$ cat config.mk
export PLATFORM = sky130hd
export DESIGN_NAME = irig_b_frame_symbol_generator_flat
export DESIGN_NICKNAME = d
export VERILOG_FILES = /design/src/hw/rtl/ibfsg_pkg.sv /design/src/hw/rtl/ibfsg_if.sv /design/src/hw/rtl/ibfsg_symbol_sel.sv /design/src/hw/rtl/irig_b_frame_symbol_generator.sv /design/src/flat_wrapper.sv
export SDC_FILE = /design/constraint.sdc
export NUM_CORES = 1
export LEC_CHECK = 0
export ABC_AREA = 1
export BUFFER_PORTS_ARGS = -buffer_cell sky130_fd_sc_hd__buf_4
export CELL_PAD_IN_SITES_DETAIL_PLACEMENT = 1
export CELL_PAD_IN_SITES_GLOBAL_PLACEMENT = 1
export CORE_ASPECT_RATIO = 0.8
export CORE_MARGIN = 3
export CORE_UTILIZATION = 35
export DETAILED_ROUTE_END_ITERATION = 6
export PLACE_DENSITY = 0.74
export SKIP_CTS_REPAIR_TIMING = 1
export SLEW_MARGIN = 20
export SYNTH_ARGS = -nofsm -noshare
export SYNTH_HDL_FRONTEND = slang
export SYNTH_SLANG_ARGS = --single-unit
$ cat constraint.sdc
create_clock -name i_clk -period 7.4 [get_ports i_clk]
set_input_delay 1.11 -clock i_clk [delete_from_list [all_inputs] [get_ports i_clk]]
set_output_delay 1.11 -clock i_clk [all_outputs]
set_load 0.05 [all_outputs]
$ cat src/hw/rtl/ibfsg_pkg.sv
// ibfsg_pkg: symbol codes, item and digit types, bcd helper for the time code frame generator
// no dependencies; used by the interfaces, the symbol selector, the top level and the checker
`default_nettype none

package ibfsg_pkg;

    localparam logic       OP_LOAD = 1'b0;
    localparam logic       OP_EMIT = 1'b1;

    localparam logic [2:0] SYM_ZERO = 3'd0;
    localparam logic [2:0] SYM_ONE  = 3'd1;
    localparam logic [2:0] SYM_POS  = 3'd2;
    localparam logic [2:0] SYM_REF  = 3'd3;
    localparam logic [2:0] SYM_IDX  = 3'd4;

    localparam logic [6:0] LAST_POS = 7'd99;

    typedef struct packed {
        logic        operation;
        logic [5:0]  time_seconds;
        logic [5:0]  time_minutes;
        logic [4:0]  time_hours;
        logic [8:0]  day_of_year;
        logic [6:0]  year_two_digit;
        logic [16:0] seconds_of_day;
    } t_in_item;

    typedef struct packed {
        logic [2:0] symbol;
        logic       frame_end;
    } t_out_item;

    // bcd digits as sent, upper digit bits beyond the slot widths already dropped
    typedef struct packed {
        logic [3:0]  sec_units;
        logic [2:0]  sec_tens;
        logic [3:0]  min_units;
        logic [2:0]  min_tens;
        logic [3:0]  hr_units;
        logic [1:0]  hr_tens;
        logic [3:0]  day_units;
        logic [3:0]  day_tens;
        logic [1:0]  day_hund;
        logic [3:0]  yr_units;
        logic [3:0]  yr_tens;
        logic [16:0] day_seconds;
    } t_digits;

    // quotient by ten via reciprocal multiply, exact for all 9-bit values
    function automatic logic [5:0] div10(input logic [8:0] v);
        logic [16:0] prod;
        prod = 17'(v) * 17'd205;
        return prod[16:11];
    endfunction

    function automatic logic [3:0] rem10(input logic [8:0] v, input logic [5:0] q);
        logic [8:0] diff;
        diff = v - 9'(q) * 9'd10;
        return diff[3:0];
    endfunction

    function automatic logic [2:0] bit_sym(input logic b);
        return b ? SYM_ONE : SYM_ZERO;
    endfunction

endpackage

`default_nettype wire

$ cat src/hw/rtl/ibfsg_if.sv
// ibfsg_in_if / ibfsg_out_if: valid-ready channels for input and result transactions
// depends on ibfsg_pkg for the payload types
`default_nettype none

interface ibfsg_in_if import ibfsg_pkg::*; ();
    logic     valid;
    logic     ready;
    t_in_item payload;

    modport source (output valid, output payload, input ready);
    modport sink   (input valid, input payload, output ready);
endinterface

interface ibfsg_out_if import ibfsg_pkg::*; ();
    logic      valid;
    logic      ready;
    t_out_item payload;

    modport source (output valid, output payload, input ready);
    modport sink   (input valid, input payload, output ready);
endinterface

`default_nettype wire

$ cat src/hw/rtl/ibfsg_symbol_sel.sv
// ibfsg_symbol_sel: maps frame position and held bcd digits to the symbol code
// depends on ibfsg_pkg
`default_nettype none

module ibfsg_symbol_sel import ibfsg_pkg::*; (
    input  wire t_digits    i_digits,
    input  wire logic [6:0] i_position,
    output logic [2:0]      o_symbol,
    output logic            o_frame_end
);

    always_comb begin
        o_frame_end = (i_position == LAST_POS);
        case (i_position) inside
            7'd0:
                o_symbol = SYM_REF;
            7'd9, 7'd19, 7'd29, 7'd39, 7'd49, 7'd59, 7'd69, 7'd79, 7'd89, 7'd99:
                o_symbol = SYM_POS;
            [7'd1:7'd4]:
                o_symbol = bit_sym(i_digits.sec_units[2'(i_position - 7'd1)]);
            [7'd6:7'd8]:
                o_symbol = bit_sym(i_digits.sec_tens[2'(i_position - 7'd6)]);
            [7'd10:7'd13]:
                o_symbol = bit_sym(i_digits.min_units[2'(i_position - 7'd10)]);
            [7'd15:7'd17]:
                o_symbol = bit_sym(i_digits.min_tens[2'(i_position - 7'd15)]);
            [7'd20:7'd23]:
                o_symbol = bit_sym(i_digits.hr_units[2'(i_position - 7'd20)]);
            [7'd25:7'd26]:
                o_symbol = bit_sym(i_digits.hr_tens[1'(i_position - 7'd25)]);
            [7'd30:7'd33]:
                o_symbol = bit_sym(i_digits.day_units[2'(i_position - 7'd30)]);
            [7'd35:7'd38]:
                o_symbol = bit_sym(i_digits.day_tens[2'(i_position - 7'd35)]);
            [7'd40:7'd41]:
                o_symbol = bit_sym(i_digits.day_hund[1'(i_position - 7'd40)]);
            [7'd50:7'd53]:
                o_symbol = bit_sym(i_digits.yr_units[2'(i_position - 7'd50)]);
            [7'd55:7'd58]:
                o_symbol = bit_sym(i_digits.yr_tens[2'(i_position - 7'd55)]);
            [7'd80:7'd88]:
                o_symbol = bit_sym(i_digits.day_seconds[5'(i_position - 7'd80)]);
            // second half of seconds of day skips the position marker at 89
            [7'd90:7'd97]:
                o_symbol = bit_sym(i_digits.day_seconds[5'(i_position - 7'd81)]);
            7'd5, 7'd14, 7'd18, 7'd24, 7'd27, 7'd28, 7'd34, [7'd42:7'd48], 7'd54, 7'd98:
                o_symbol = SYM_IDX;
            default:
                o_symbol = SYM_ZERO;
        endcase
    end

endmodule

`default_nettype wire

$ cat src/hw/rtl/irig_b_frame_symbol_generator.sv
// time code frame generator: the result of an accepted emit transaction is registered;
// throughput one transaction per cycle, loads and emits alike, while input ready is high.
// a one-entry skid stage behind the output register keeps input ready high while one
// result waits; input stalls only when both are full.
// synchronous active-low reset clears held time, frame position and both output stages.
// depends on ibfsg_pkg, ibfsg_if and ibfsg_symbol_sel
`default_nettype none

module irig_b_frame_symbol_generator import ibfsg_pkg::*; (
    input  wire logic    i_clk,
    input  wire logic    i_rst_n,
    ibfsg_in_if.sink     i_in,
    ibfsg_out_if.source  o_out
);

    t_digits    r_digits, n_digits;
    logic [6:0] r_pos, n_pos;

    logic       r_out_valid, n_out_valid;
    t_out_item  r_out_data, n_out_data;
    logic       r_skid_valid, n_skid_valid;
    t_out_item  r_skid_data, n_skid_data;

    t_out_item  w_new;
    logic       w_accept;
    logic       w_emit;

    // bcd split of the load fields
    logic [5:0] w_sec_q, w_min_q, w_hr_q, w_yr_q, w_day_q, w_day_q2;

    assign w_accept = i_in.valid && i_in.ready;
    assign w_emit   = w_accept && (i_in.payload.operation == OP_EMIT);

    ibfsg_symbol_sel u_sel (
        .i_digits    (r_digits),
        .i_position  (r_pos),
        .o_symbol    (w_new.symbol),
        .o_frame_end (w_new.frame_end)
    );

    always_comb begin
        w_sec_q  = div10({3'b000, i_in.payload.time_seconds});
        w_min_q  = div10({3'b000, i_in.payload.time_minutes});
        w_hr_q   = div10({4'b0000, i_in.payload.time_hours});
        w_yr_q   = div10({2'b00, i_in.payload.year_two_digit});
        w_day_q  = div10(i_in.payload.day_of_year);
        w_day_q2 = div10({3'b000, w_day_q});

        n_digits = r_digits;
        n_pos    = r_pos;
        if (w_accept) begin
            if (i_in.payload.operation == OP_LOAD) begin
                n_digits.sec_units   = rem10({3'b000, i_in.payload.time_seconds}, w_sec_q);
                n_digits.sec_tens    = w_sec_q[2:0];
                n_digits.min_units   = rem10({3'b000, i_in.payload.time_minutes}, w_min_q);
                n_digits.min_tens    = w_min_q[2:0];
                n_digits.hr_units    = rem10({4'b0000, i_in.payload.time_hours}, w_hr_q);
                n_digits.hr_tens     = w_hr_q[1:0];
                n_digits.day_units   = rem10(i_in.payload.day_of_year, w_day_q);
                n_digits.day_tens    = rem10({3'b000, w_day_q}, w_day_q2);
                n_digits.day_hund    = w_day_q2[1:0];
                n_digits.yr_units    = rem10({2'b00, i_in.payload.year_two_digit}, w_yr_q);
                // year tens is at most twelve, one subtract folds it
                n_digits.yr_tens     = (w_yr_q >= 6'd10) ? 4'(w_yr_q - 6'd10) : w_yr_q[3:0];
                n_digits.day_seconds = i_in.payload.seconds_of_day;
                n_pos                = 7'd0;
            end else begin
                n_pos = (r_pos >= LAST_POS) ? 7'd0 : r_pos + 7'd1;
            end
        end
    end

    // output register with skid entry
    always_comb begin
        n_out_valid  = r_out_valid;
        n_out_data   = r_out_data;
        n_skid_valid = r_skid_valid;
        n_skid_data  = r_skid_data;
        if (r_skid_valid) begin
            if (o_out.ready) begin
                n_out_data   = r_skid_data;
                n_skid_valid = 1'b0;
            end
        end else if (!r_out_valid || o_out.ready) begin
            n_out_valid = w_emit;
            n_out_data  = w_new;
        end else if (w_emit) begin
            n_skid_valid = 1'b1;
            n_skid_data  = w_new;
        end
    end

    always_ff @(posedge i_clk) begin
        if (!i_rst_n) begin
            r_digits     <= '0;
            r_pos        <= 7'd0;
            r_out_valid  <= 1'b0;
            r_skid_valid <= 1'b0;
        end else begin
            r_digits     <= n_digits;
            r_pos        <= n_pos;
            r_out_valid  <= n_out_valid;
            r_skid_valid <= n_skid_valid;
        end
    end

    always_ff @(posedge i_clk) begin
        r_out_data  <= n_out_data;
        r_skid_data <= n_skid_data;
    end

    assign i_in.ready    = !r_skid_valid;
    assign o_out.valid   = r_out_valid;
    assign o_out.payload = r_out_data;

endmodule

`default_nettype wire

$ cat src/flat_wrapper.sv
// flat-port wrapper written by rule: the top's interface ports become plain ports
module irig_b_frame_symbol_generator_flat import ibfsg_pkg::*;
  (i_clk, i_rst_n, i_in_valid, i_in_payload, i_in_ready, o_out_valid, o_out_payload, o_out_ready);
  ibfsg_in_if i_in_i ();
  ibfsg_out_if o_out_i ();
  input  wire logic i_clk;
  input  wire logic i_rst_n;
  input wire logic [$bits(i_in_i.valid)-1:0] i_in_valid;
  input wire logic [$bits(i_in_i.payload)-1:0] i_in_payload;
  output wire logic [$bits(i_in_i.ready)-1:0] i_in_ready;
  output wire logic [$bits(o_out_i.valid)-1:0] o_out_valid;
  output wire logic [$bits(o_out_i.payload)-1:0] o_out_payload;
  input wire logic [$bits(o_out_i.ready)-1:0] o_out_ready;
  assign i_in_i.valid = i_in_valid;
  assign i_in_i.payload = i_in_payload;
  assign i_in_ready = i_in_i.ready;
  assign o_out_valid = o_out_i.valid;
  assign o_out_payload = o_out_i.payload;
  assign o_out_i.ready = o_out_ready;
  irig_b_frame_symbol_generator u_core (.i_clk(i_clk), .i_rst_n(i_rst_n), .i_in(i_in_i), .o_out(o_out_i));
endmodule
# Word-level counts from Yosys, hierarchy flattened
# Index checks and enable logic that the tools add are counted.
# totals
input_bits	55
word_cells	210
reg_bits	72
# classes
n_reduce_logical	27
order_cmp	43
add_sub_neg	21
bitwise	3
mux	65
n_eq_ne	20
multipliers	12
# ops
op	count
two-way mux 3 bit	16
== test 7 x 5 -> 1 bit (second input constant)	6
<= comparator 7 x 6 -> 1 bit (second input constant)	6
multiplier 6 x 8 -> 14 bit (second input constant)	3
== test 7 x 6 -> 1 bit (second input constant)	5
== test 7 bit (second input constant)	5
greater-or-equal comparator 7 x 6 -> 1 bit (second input constant)	5
two-way mux 1 bit	32
< comparator 2 x 3 -> 1 bit (second input constant)	9
subtractor 4 bit	6
greater-or-equal comparator 7 x 5 -> 1 bit (second input constant)	3
greater-or-equal comparator 7 bit (second input constant)	3
<= comparator 7 x 5 -> 1 bit (second input constant)	3
OR reduction 10 bit	2
binary-select mux 1 bit (select 2 bit)	9
multiplier 9 x 8 -> 17 bit (second input constant)	1
logical AND 1 bit	16
two-way mux 4 bit	4
multiplier 7 x 8 -> 15 bit (second input constant)	1
== test 7 x 4 -> 1 bit (second input constant)	2
greater-or-equal comparator 7 x 4 -> 1 bit (second input constant)	2
<= comparator 7 x 4 -> 1 bit (second input constant)	2
<= comparator 7 bit (second input constant)	2
two-way mux 7 bit	2
27 further kinds	46

# Depth between registers and ports, before layout
# Gate-level depths: netlist (run 1).
# depth
depth_word	21
depth_mapped	41

# By module
# From an unflattened synthesis (run 1), not the netlist that was laid out.
# unflattened
hier_cells	1261
hier_area_um2	9262.6
# by_module_without_submodules
mod	seq_area_each_um2	area_each_um2	n_inst	cells_each
irig_b_frame_symbol_generator	1521.5	7591.0	1	922
ibfsg_symbol_sel	0.0	1671.6	1	339

# Worst setup path before layout (run 1)
# OpenSTA, ideal clock, no wires.
# synth_path
path_type	input -> register
start	in i_in_payload[25]
end	reg u_core.r_digits[30] (netlist name)
path_stages	38
setup_ps	109
arrival_ps	7491
path_slack_ps	-200
path_cell_list	ha_1 -> fa_1 -> fa_1 -> inv_1 -> fa_1 -> inv_1 -> ha_1 -> nand2_1 -> o21ai_0 -> nand2_1 -> o2111ai_2 -> nand2_1 -> nand2_1 -> nand2_1 -> a21o_1 -> nand2_1 -> inv_1 -> ha_1 -> [... 2 more ...] -> fa_1 -> ha_1 -> a21oi_1 -> nor2_1 -> nor2_1 -> nand2_1 -> a21oi_1 -> xor2_1 -> xnor2_1 -> inv_1 -> ha_1 -> a21oi_1 -> nand3b_1 -> nand2_1 -> nand2_1 -> nand3_1 -> nand2_1 -> inv_1
# synth_between
elab_chain_cells	4
# synth_rtl
item	line_no	source
start, declared	flat_wrapper.sv:9	input wire logic [$bits(i_in_i.payload)-1:0] i_in_payload;
multiplier 9 x 8 -> 17 bit *	ibfsg_pkg.sv:52	prod = 17'(v) * 17'd205;
multiplier 6 x 8 -> 14 bit	ibfsg_pkg.sv:52	
multiplier 3 x 3 -> 3 bit	ibfsg_pkg.sv:58	diff = v - 9'(q) * 9'd10;
subtractor 4 bit *	ibfsg_pkg.sv:58	
end signal, assigned	irig_b_frame_symbol_generator.sv:100	r_digits <= n_digits;
end, declared	irig_b_frame_symbol_generator.sv:16	t_digits r_digits, n_digits;
# Mark *: on every way between the ends. The rest lies on a longest branch, timed or not.
# A chain may end at the register's enable or synchronous reset.

# Final worst setup path (run 1)
# layout_path
start	in i_in_payload[27]
end	reg u_core.r_digits[30] (netlist name)
# Same word-level chain as after synthesis.

==> results of run 1 <==
[routing by layer]
metal  GRT usage, %  up-vias  part of all wire, %
met2           30.8      128                   47
met5              0        -                    0
met3           2.15       29                  3.0
met4           3.10        0                  1.4
li1               -     4075                    -
met1           26.1     3946                   48
[final timing paths]
kind	slack (ns)	to	depth (start not counted)	startpoint
worst min register to register	0.45	u_core.r_digits[39]	2	u_core.r_digits[39]
worst min-delay path	0.45	u_core.r_digits[39]	2	u_core.r_digits[39]
worst max register to register	3.32	u_core.o_out.payload[1]	20	u_core.r_pos[0]
worst max-delay path	-0.11	u_core.r_digits[30]	35	i_in_payload[27]
[flip-flops by register name, summed over array words and instances (netlist names)]
name and flops:
u_core.r_skid_valid 1, u_core.r_digits 55, u_core.r_skid_data 4, u_core.o_out.payload 4, u_core.r_pos 7, u_core.o_out.valid 1
[cell type report]
type	instances	area [µm²]	area share, %
multi-input cells	861	6760	62.8
clock inverters	5	86.3	0.802
repair buffers	121	923	8.58
well taps	318	398	3.70
flip-flops and latches	72	1520	14.1
clock buffers	11	254	2.36
inverters	218	820	7.61
[placed cells by master, fill, tap and decap left out, types with 4 or more instances in the layout]
cell type                   instances
sky130_fd_sc_hd__a21o_1             7
sky130_fd_sc_hd__a21oi_1           71
sky130_fd_sc_hd__a21oi_2            8
sky130_fd_sc_hd__a31oi_1            5
sky130_fd_sc_hd__buf_4            118
sky130_fd_sc_hd__clkbuf_16         10
sky130_fd_sc_hd__dfxtp_1           64
sky130_fd_sc_hd__edfxtp_1           8
sky130_fd_sc_hd__fa_1              45
sky130_fd_sc_hd__ha_1             161
sky130_fd_sc_hd__ha_4              17
sky130_fd_sc_hd__inv_1            199
sky130_fd_sc_hd__inv_2             17
sky130_fd_sc_hd__nand2_1          176
sky130_fd_sc_hd__nand2_2           10
sky130_fd_sc_hd__nand3_1           49
sky130_fd_sc_hd__nand3b_1           4
sky130_fd_sc_hd__nand4_1           13
sky130_fd_sc_hd__nor2_1            88
sky130_fd_sc_hd__nor2_2             5
sky130_fd_sc_hd__nor2_4             5
sky130_fd_sc_hd__nor3_1             8
sky130_fd_sc_hd__o211ai_1           7
sky130_fd_sc_hd__o21ai_0           83
sky130_fd_sc_hd__o21ai_1            6
sky130_fd_sc_hd__o22ai_1            4
sky130_fd_sc_hd__or2_2              9
sky130_fd_sc_hd__xnor2_1           10
sky130_fd_sc_hd__xor2_1            27
[metrics by stage]
stage                     setup slack, ns  utilization, %  setup TNS, ns
after CTS                          -0.229            42.2         -0.229
after global routing               -0.460            43.7         -0.570
after global placement             -0.286            40.8         -0.372
after floorplan                   0.00778               -              0
after detailed placement           -0.573            40.8         -0.876
final                              -0.109            43.7         -0.109
[power by group]
part | switching, µW | internal (µW) | total [µW] | leakage [µW]
Combinational | 1730 | 1480 | 3210 | 0.00476
Sequential | 19.5 | 435 | 455 | 0.000609
Clock | 177 | 318 | 496 | 0.000165
Total | 1920 | 2240 | 4160 | 0.00553
[critical path: cells and delay by family]
kind / cells / cell delay [ns]
buffers and inverters: 5 / 0.52
XOR/XNOR: 3 / 0.67
AO/OA/AOI/OAI: 9 / 1.48
adder cells (fa/ha/maj): 10 / 3.26
AND/OR/NAND/NOR: 8 / 0.73
[cells by family (layout without fill, tap and decap cells)]
logic type,count (synthesis),in the layout
buffers and inverters,247,355
flip-flops,72,72
AO/OA/AOI/OAI,217,217
XOR/XNOR,40,40
AND/OR/NAND/NOR,378,378
adder cells (fa/ha/maj),226,226
==> run_results.csv, run 1 <==
group,metric,value,unit
cells_and_area,fin_area,10800,µm²
grt,first_pass_grt_wire_length,41.9,mm
floorplan,floorplan.die.height,148,µm
sta,layout_setup_ws,-0.109,ns
placed_design,dpl_hpwl,19.9,mm
floorplan,placement_rows,51,
cells_and_area,fill_cells,3054,
route,wl,26.0,mm
sta,final-setup-viol-count,1,
sta,final.period_utilization,101,%
floorplan,design.die.area,27300,µm²
sta,slew_headroom,48.3,%
floorplan,top_level_ports,61,
floorplan,design.core.area,24600,µm²
logic_synthesis,yosys_warnings,0,
cts,cts_htree_levels,3,
placed_design,placed_cells,1583,
cells_and_area,fraction_of_layout_cells_with_a_size_suffix_above_1,17.7,%
cts,clock_tree_from_tritoncts,"yes",
logic_synthesis,synthXorXnorAreaFrac,4.03,%
setup_path,critical_path.slowest_cell,"sky130_fd_sc_hd__fa_1",
logic_synthesis,most_common_cell_in_the_netlist,"sky130_fd_sc_hd__inv_1",
sta,finalWorstPathRequiredPeriod,7.51,ns
setup_path,crit_top_cell,"sky130_fd_sc_hd__ha_4",
logic_synthesis,post_synth_instance_area,8880,µm²
logic_synthesis,yosys.area_share.simple,18.5,%
setup_path,timing.critical_path.arrival,7.75,ns
logic_synthesis,post_synthesis_average_cell_area,7.53,µm²
logic_synthesis,yosys.area.top_type,"sky130_fd_sc_hd__ha_1",
sta,final.hold.worst_slack,0.452,ns
logic_synthesis,yosys.area_share.adder,35.8,%
grt,first_global_vias,8674,
cts,clkSinkCount,72,
route,route.antenna.remaining_nets,0,
cts,clkSlewWorstSetupHoldPaths,0.06,ns
cts,clock-root-buffer,"sky130_fd_sc_hd__clkbuf_16",
floorplan,chipWidth,184,µm
route,dr_total_vias,8178,
cts,cts-root-to-sink-buffers,2,
setup_path,criticalPathCategory,"in2reg",
cells_and_area,fin_cells,1606,
logic_synthesis,synth_sequential_area_ratio,17.1,%
setup_path,critical_path.max_fanout,3,
logic_synthesis,postSynth.asyncResetShare,0,%
logic_synthesis,number_of_flops_mapped_to_enable_cells_by_yosys,8,
cells_and_area,antenna_cell_count,0,
setup_path,critPathLaunchType,"primary input",
route,routed_via_density,5.09,
logic_synthesis,fraction_of_synthesized_cell_area_taken_by_the_top_area_cell_type,25.2,%
logic_synthesis,synth.ff_latch_count,72,
grt,grtUsageTotal,18.4,%
sta,worst_pin_slew,0.774,ns
pwr,power-per-cell-area,387,nW/µm²
route,drt_first_iter_violations,423,
cts,worst_skew_pair_later_pin_latency,0.34,ns
logic_synthesis,synth.area.mux_share,0,%
logic_synthesis,yosysUniqueCellTypes,54,
hold_path,hold_path.class,"reg2reg",
placed_design,dpl_cell_area,10100,µm²
pwr,post-layout-total-power,4160,µW
logic_synthesis,synth_ff_type,"sky130_fd_sc_hd__dfxtp_1",
grt,antenna_violations_before_repair,0,
setup_path,cp.required,7.64,ns
grt,maximum_number_of_pins_on_one_net_before_global_route_repair,73,
route,avgRoutedWirePerCell,16.2,µm
sta,report.final.slew_viol_count,0,
cells_and_area,area_growth_from_synthesis_to_final_layout,21.2,%
cts,tritoncts.num_buffers,9,
pwr,vdd_drop_max,324,µV
logic_synthesis,list_of_most_frequent_post_synthesis_cells,"sky130_fd_sc_hd__inv_1 (206), sky130_fd_sc_hd__nand2_1 (184), sky130_fd_sc_hd__ha_1 (179)",
setup_path,critPathCaptureType,"register",
logic_synthesis,synth-compound-area-share,13.8,%
sta,timing.clock.skew,0.00768,ns
cells_and_area,nets,1564,
pwr,p_leak,0.00553,µW
placed_design,io_buffers,60,
route,1st_pass_router_iterations,5,
outcome,status,"finished with violations",
logic_synthesis,synth_top_cells_by_area,"sky130_fd_sc_hd__ha_1 (25%), sky130_fd_sc_hd__dfxtp_1 (14%), sky130_fd_sc_hd__fa_1 (11%)",
grt,grt_overflow_total,0,
logic_synthesis,synth_nets,1461,
floorplan,starting_density,36.1,%
setup_path,critical_path.max_stage_delay,0.60,ns
sta,rsz_0062_raised_after_global_routing,"yes",
logic_synthesis,synthCells,1180,
outcome,failed_checks,"negative setup slack",
route,detail_route.drc_violations,0,
sta,achievable-frequency,133,MHz
logic_synthesis,synth_top_family_by_area,"adder cells",
flow_run,max_cap_violations,0,
sta,final-hold-violation-count,0,
placed_design,globalplace.congestion,0.916,
Power figures use the tool's default switching activity.
==> run 2: changes to the inputs <==
Settings changed: BUFFER_PORTS_ARGS -buffer_cell sky130_fd_sc_hd__buf_4 to -buffer_cell sky130_fd_sc_hd__buf_2, GPL_TIMING_DRIVEN set to 0.
==> run 2 against run 1 <==
  * Register-to-register slack improved by 0.32 ns
  * Global-route usage grew 0.49 points
  * Sequential power about the same
  * Die area unchanged
  * The flow still finishes with violations (negative setup slack)
  * Largest cell class unchanged
  * Combinational power is 11% lower
  * Critical path depth increased by 4
  * Final area fell by 4.4%
  * Final cell count decreased by 1.2%
  * First-iteration DRC count shrank 12%
  * Critical endpoint unchanged
  * Core utilization shrank 1.9 points
  * Wire length up 1.0%
  * Worst setup slack lost 0.0013 ns
==> run_results.csv, run 2 (synthesis gave the netlist of run 1 again) <==
group,metric,value,unit
hold_path,hold_path.class,"reg2reg",
cts,tritoncts.num_buffers,9,
route,dr_total_vias,8192,
hold_path,hold_start,"u_core.r_digits[29]",
sta,setup_total_negative_slack,-0.110,ns
cts,cts-root-to-sink-buffers,2,
setup_path,cp.required,7.64,ns
sta,final-setup-viol-count,1,
setup_path,critical_path.slowest_cell,"sky130_fd_sc_hd__fa_1",
route,1st_pass_router_iterations,5,
cells_and_area,regArea,1520,µm²
sta,slew_headroom,41.2,%
pwr,share_comb_of_total_power,76.1,%
flow_run,max_cap_violations,0,
cts,clkSinkCount,72,
setup_path,setup.worst_path.start,"i_in_payload[25]",
sta,final-hold-violation-count,0,
sta,finalWorstPathRequiredPeriod,7.51,ns
pwr,total_net_switching_power,1820,µW
outcome,status,"finished with violations",
grt,grt_overflow_total,0,
grt,maximum_number_of_pins_on_one_net_before_global_route_repair,13,
sta,report.final.slew_viol_count,0,
cells_and_area,area_growth_from_synthesis_to_final_layout,15.9,%
pwr,power_frac_seq,12.2,%
cells_and_area,fin_cells,1586,
pwr,post-layout-total-power,3740,µW
route,drt_first_iter_violations,373,
pwr,clkPwrFrac,11.8,%
pwr,vdd_drop_max,362,µV
cells_and_area,nets,1545,
cells_and_area,largest_registers,"u_core.r_digits: 55 flops, u_core.r_pos: 7 flops",
setup_path,critical_path.max_fanout,4,
floorplan,floorplan.die.height,148,µm
outcome,failed_checks,"negative setup slack",
cts,clock-root-buffer,"sky130_fd_sc_hd__clkbuf_16",
route,detail_route.drc_violations,0,
sta,worst_pin_slew,0.878,ns
floorplan,starting_density,36.1,%
floorplan,design.core.area,24600,µm²
route,avgRoutedWirePerCell,16.6,µm
cells_and_area,fraction_of_layout_cells_with_a_size_suffix_above_1,14.6,%
sta,layout_setup_ws,-0.110,ns
sta,rsz_0062_raised_after_global_routing,"yes",
sta,timing.clock.skew,0.00719,ns
pwr,internal_power,1920,µW
pwr,power.switching_fraction,48.7,%
cts,cts_htree_levels,3,
placed_design,globalplace.congestion,0.940,
floorplan,design.die.area,27300,µm²
setup_path,critical_path.max_stage_delay,0.61,ns
sta,achievable-frequency,133,MHz
setup_path,critPathLaunchType,"primary input",
sta,final.period_utilization,101,%
floorplan,placement_rows,51,
cells_and_area,largest-register,"u_core.r_digits",
cells_and_area,layout_commonest_cell,"sky130_fd_sc_hd__inv_1",
pwr,power-per-cell-area,363,nW/µm²
setup_path,timing.critical_path.arrival,7.75,ns
setup_path,crit_top_cell,"sky130_fd_sc_hd__nand2_2",
grt,antenna_violations_before_repair,0,
grt,first_global_vias,8625,
grt,first_pass_grt_wire_length,42.0,mm
placed_design,pre_cts_slack,-0.921,ns
cts,clkSlewWorstSetupHoldPaths,0.06,ns
floorplan,chipWidth,184,µm
placed_design,dpl_hpwl,20.9,mm
grt,grtUsageTotal,18.9,%
cts,worst_skew_pair_later_pin_latency,0.34,ns
route,routed_via_density,5.17,
placed_design,placed_cells,1558,
cells_and_area,mostFrequentLayoutCells,"sky130_fd_sc_hd__inv_1 (200), sky130_fd_sc_hd__nand2_1 (175), sky130_fd_sc_hd__ha_1 (165)",
floorplan,top_level_ports,61,
cts,clock_tree_from_tritoncts,"yes",
sta,final.hold.worst_slack,0.456,ns
route,route.antenna.remaining_nets,0,
cells_and_area,largest_register_ff_count,55,
setup_path,critPathCaptureType,"register",
setup_path,worst_r2r_startpoint,"u_core.r_pos[0]",
pwr,p_leak,0.00529,µW
cells_and_area,multiInputGateArea,6700,µm²
cells_and_area,antenna_cell_count,0,
setup_path,criticalPathCategory,"in2reg",
route,wl,26.3,mm
placed_design,io_buffers,60,
cells_and_area,fill_cells,3071,
==> run 2: power groups by stage <==
| stage | clock network [µW] | logic (µW) | registers (µW) |
|---|---|---|---|
| floorplan | 0 | 1770 | 463 |
| global placement | 0 | 2230 | 462 |
| detailed placement | 0 | 2370 | 463 |
| CTS | 448 | 2390 | 455 |
| global route | 465 | 3270 | 460 |
| finish | 440 | 2850 | 456 |
==> run 2: metal layers <==
metal	vias up	global-route usage (%)	wire length [µm]
met5	-	0	0
met4	0	3.55	280
met3	23	2.30	819
met2	132	31.8	12300
met1	3980	26.4	12900
li1	4057	-	-
==> run 2: cell type report <==
class	instances	share of cell area, %
clock buffers	10	2.32
repair buffers	73	4.18
inverters	218	7.98
plain buffers	29	1.26
clock inverters	5	0.559
multi-input cells	861	65.1
flip-flops and latches	72	14.8
well taps	318	3.86
==> run 2: path summary, 6_finish.rpt <==
path                                  end  slack (ns)  cells after the start
hold reg to reg       u_core.r_digits[29]        0.46                      2
setup / recovery      u_core.r_digits[30]       -0.11                     39
setup reg to reg  u_core.o_out.payload[1]        3.64                     22
hold / removal        u_core.r_digits[29]        0.46                      2
==> run 2: through the flow <==
step                cell area (µm²)  utilization, %
floorplan                      8930               -
detailed placement             9630            39.1
finish                        10300            41.8
global route                  10300            41.8
global placement               9630            39.1
CTS                            9920            40.3
==> run 2: critical path, delay by kind of cell <==
| kind | cells | cell delay (ns) |
|---|---|---|
| adder cells (fa/ha/maj) | 10 | 3.72 |
| XOR/XNOR | 2 | 0.38 |
| AND/OR/NAND/NOR | 14 | 1.21 |
| AO/OA/AOI/OAI | 6 | 0.90 |
| buffers and inverters | 7 | 0.44 |
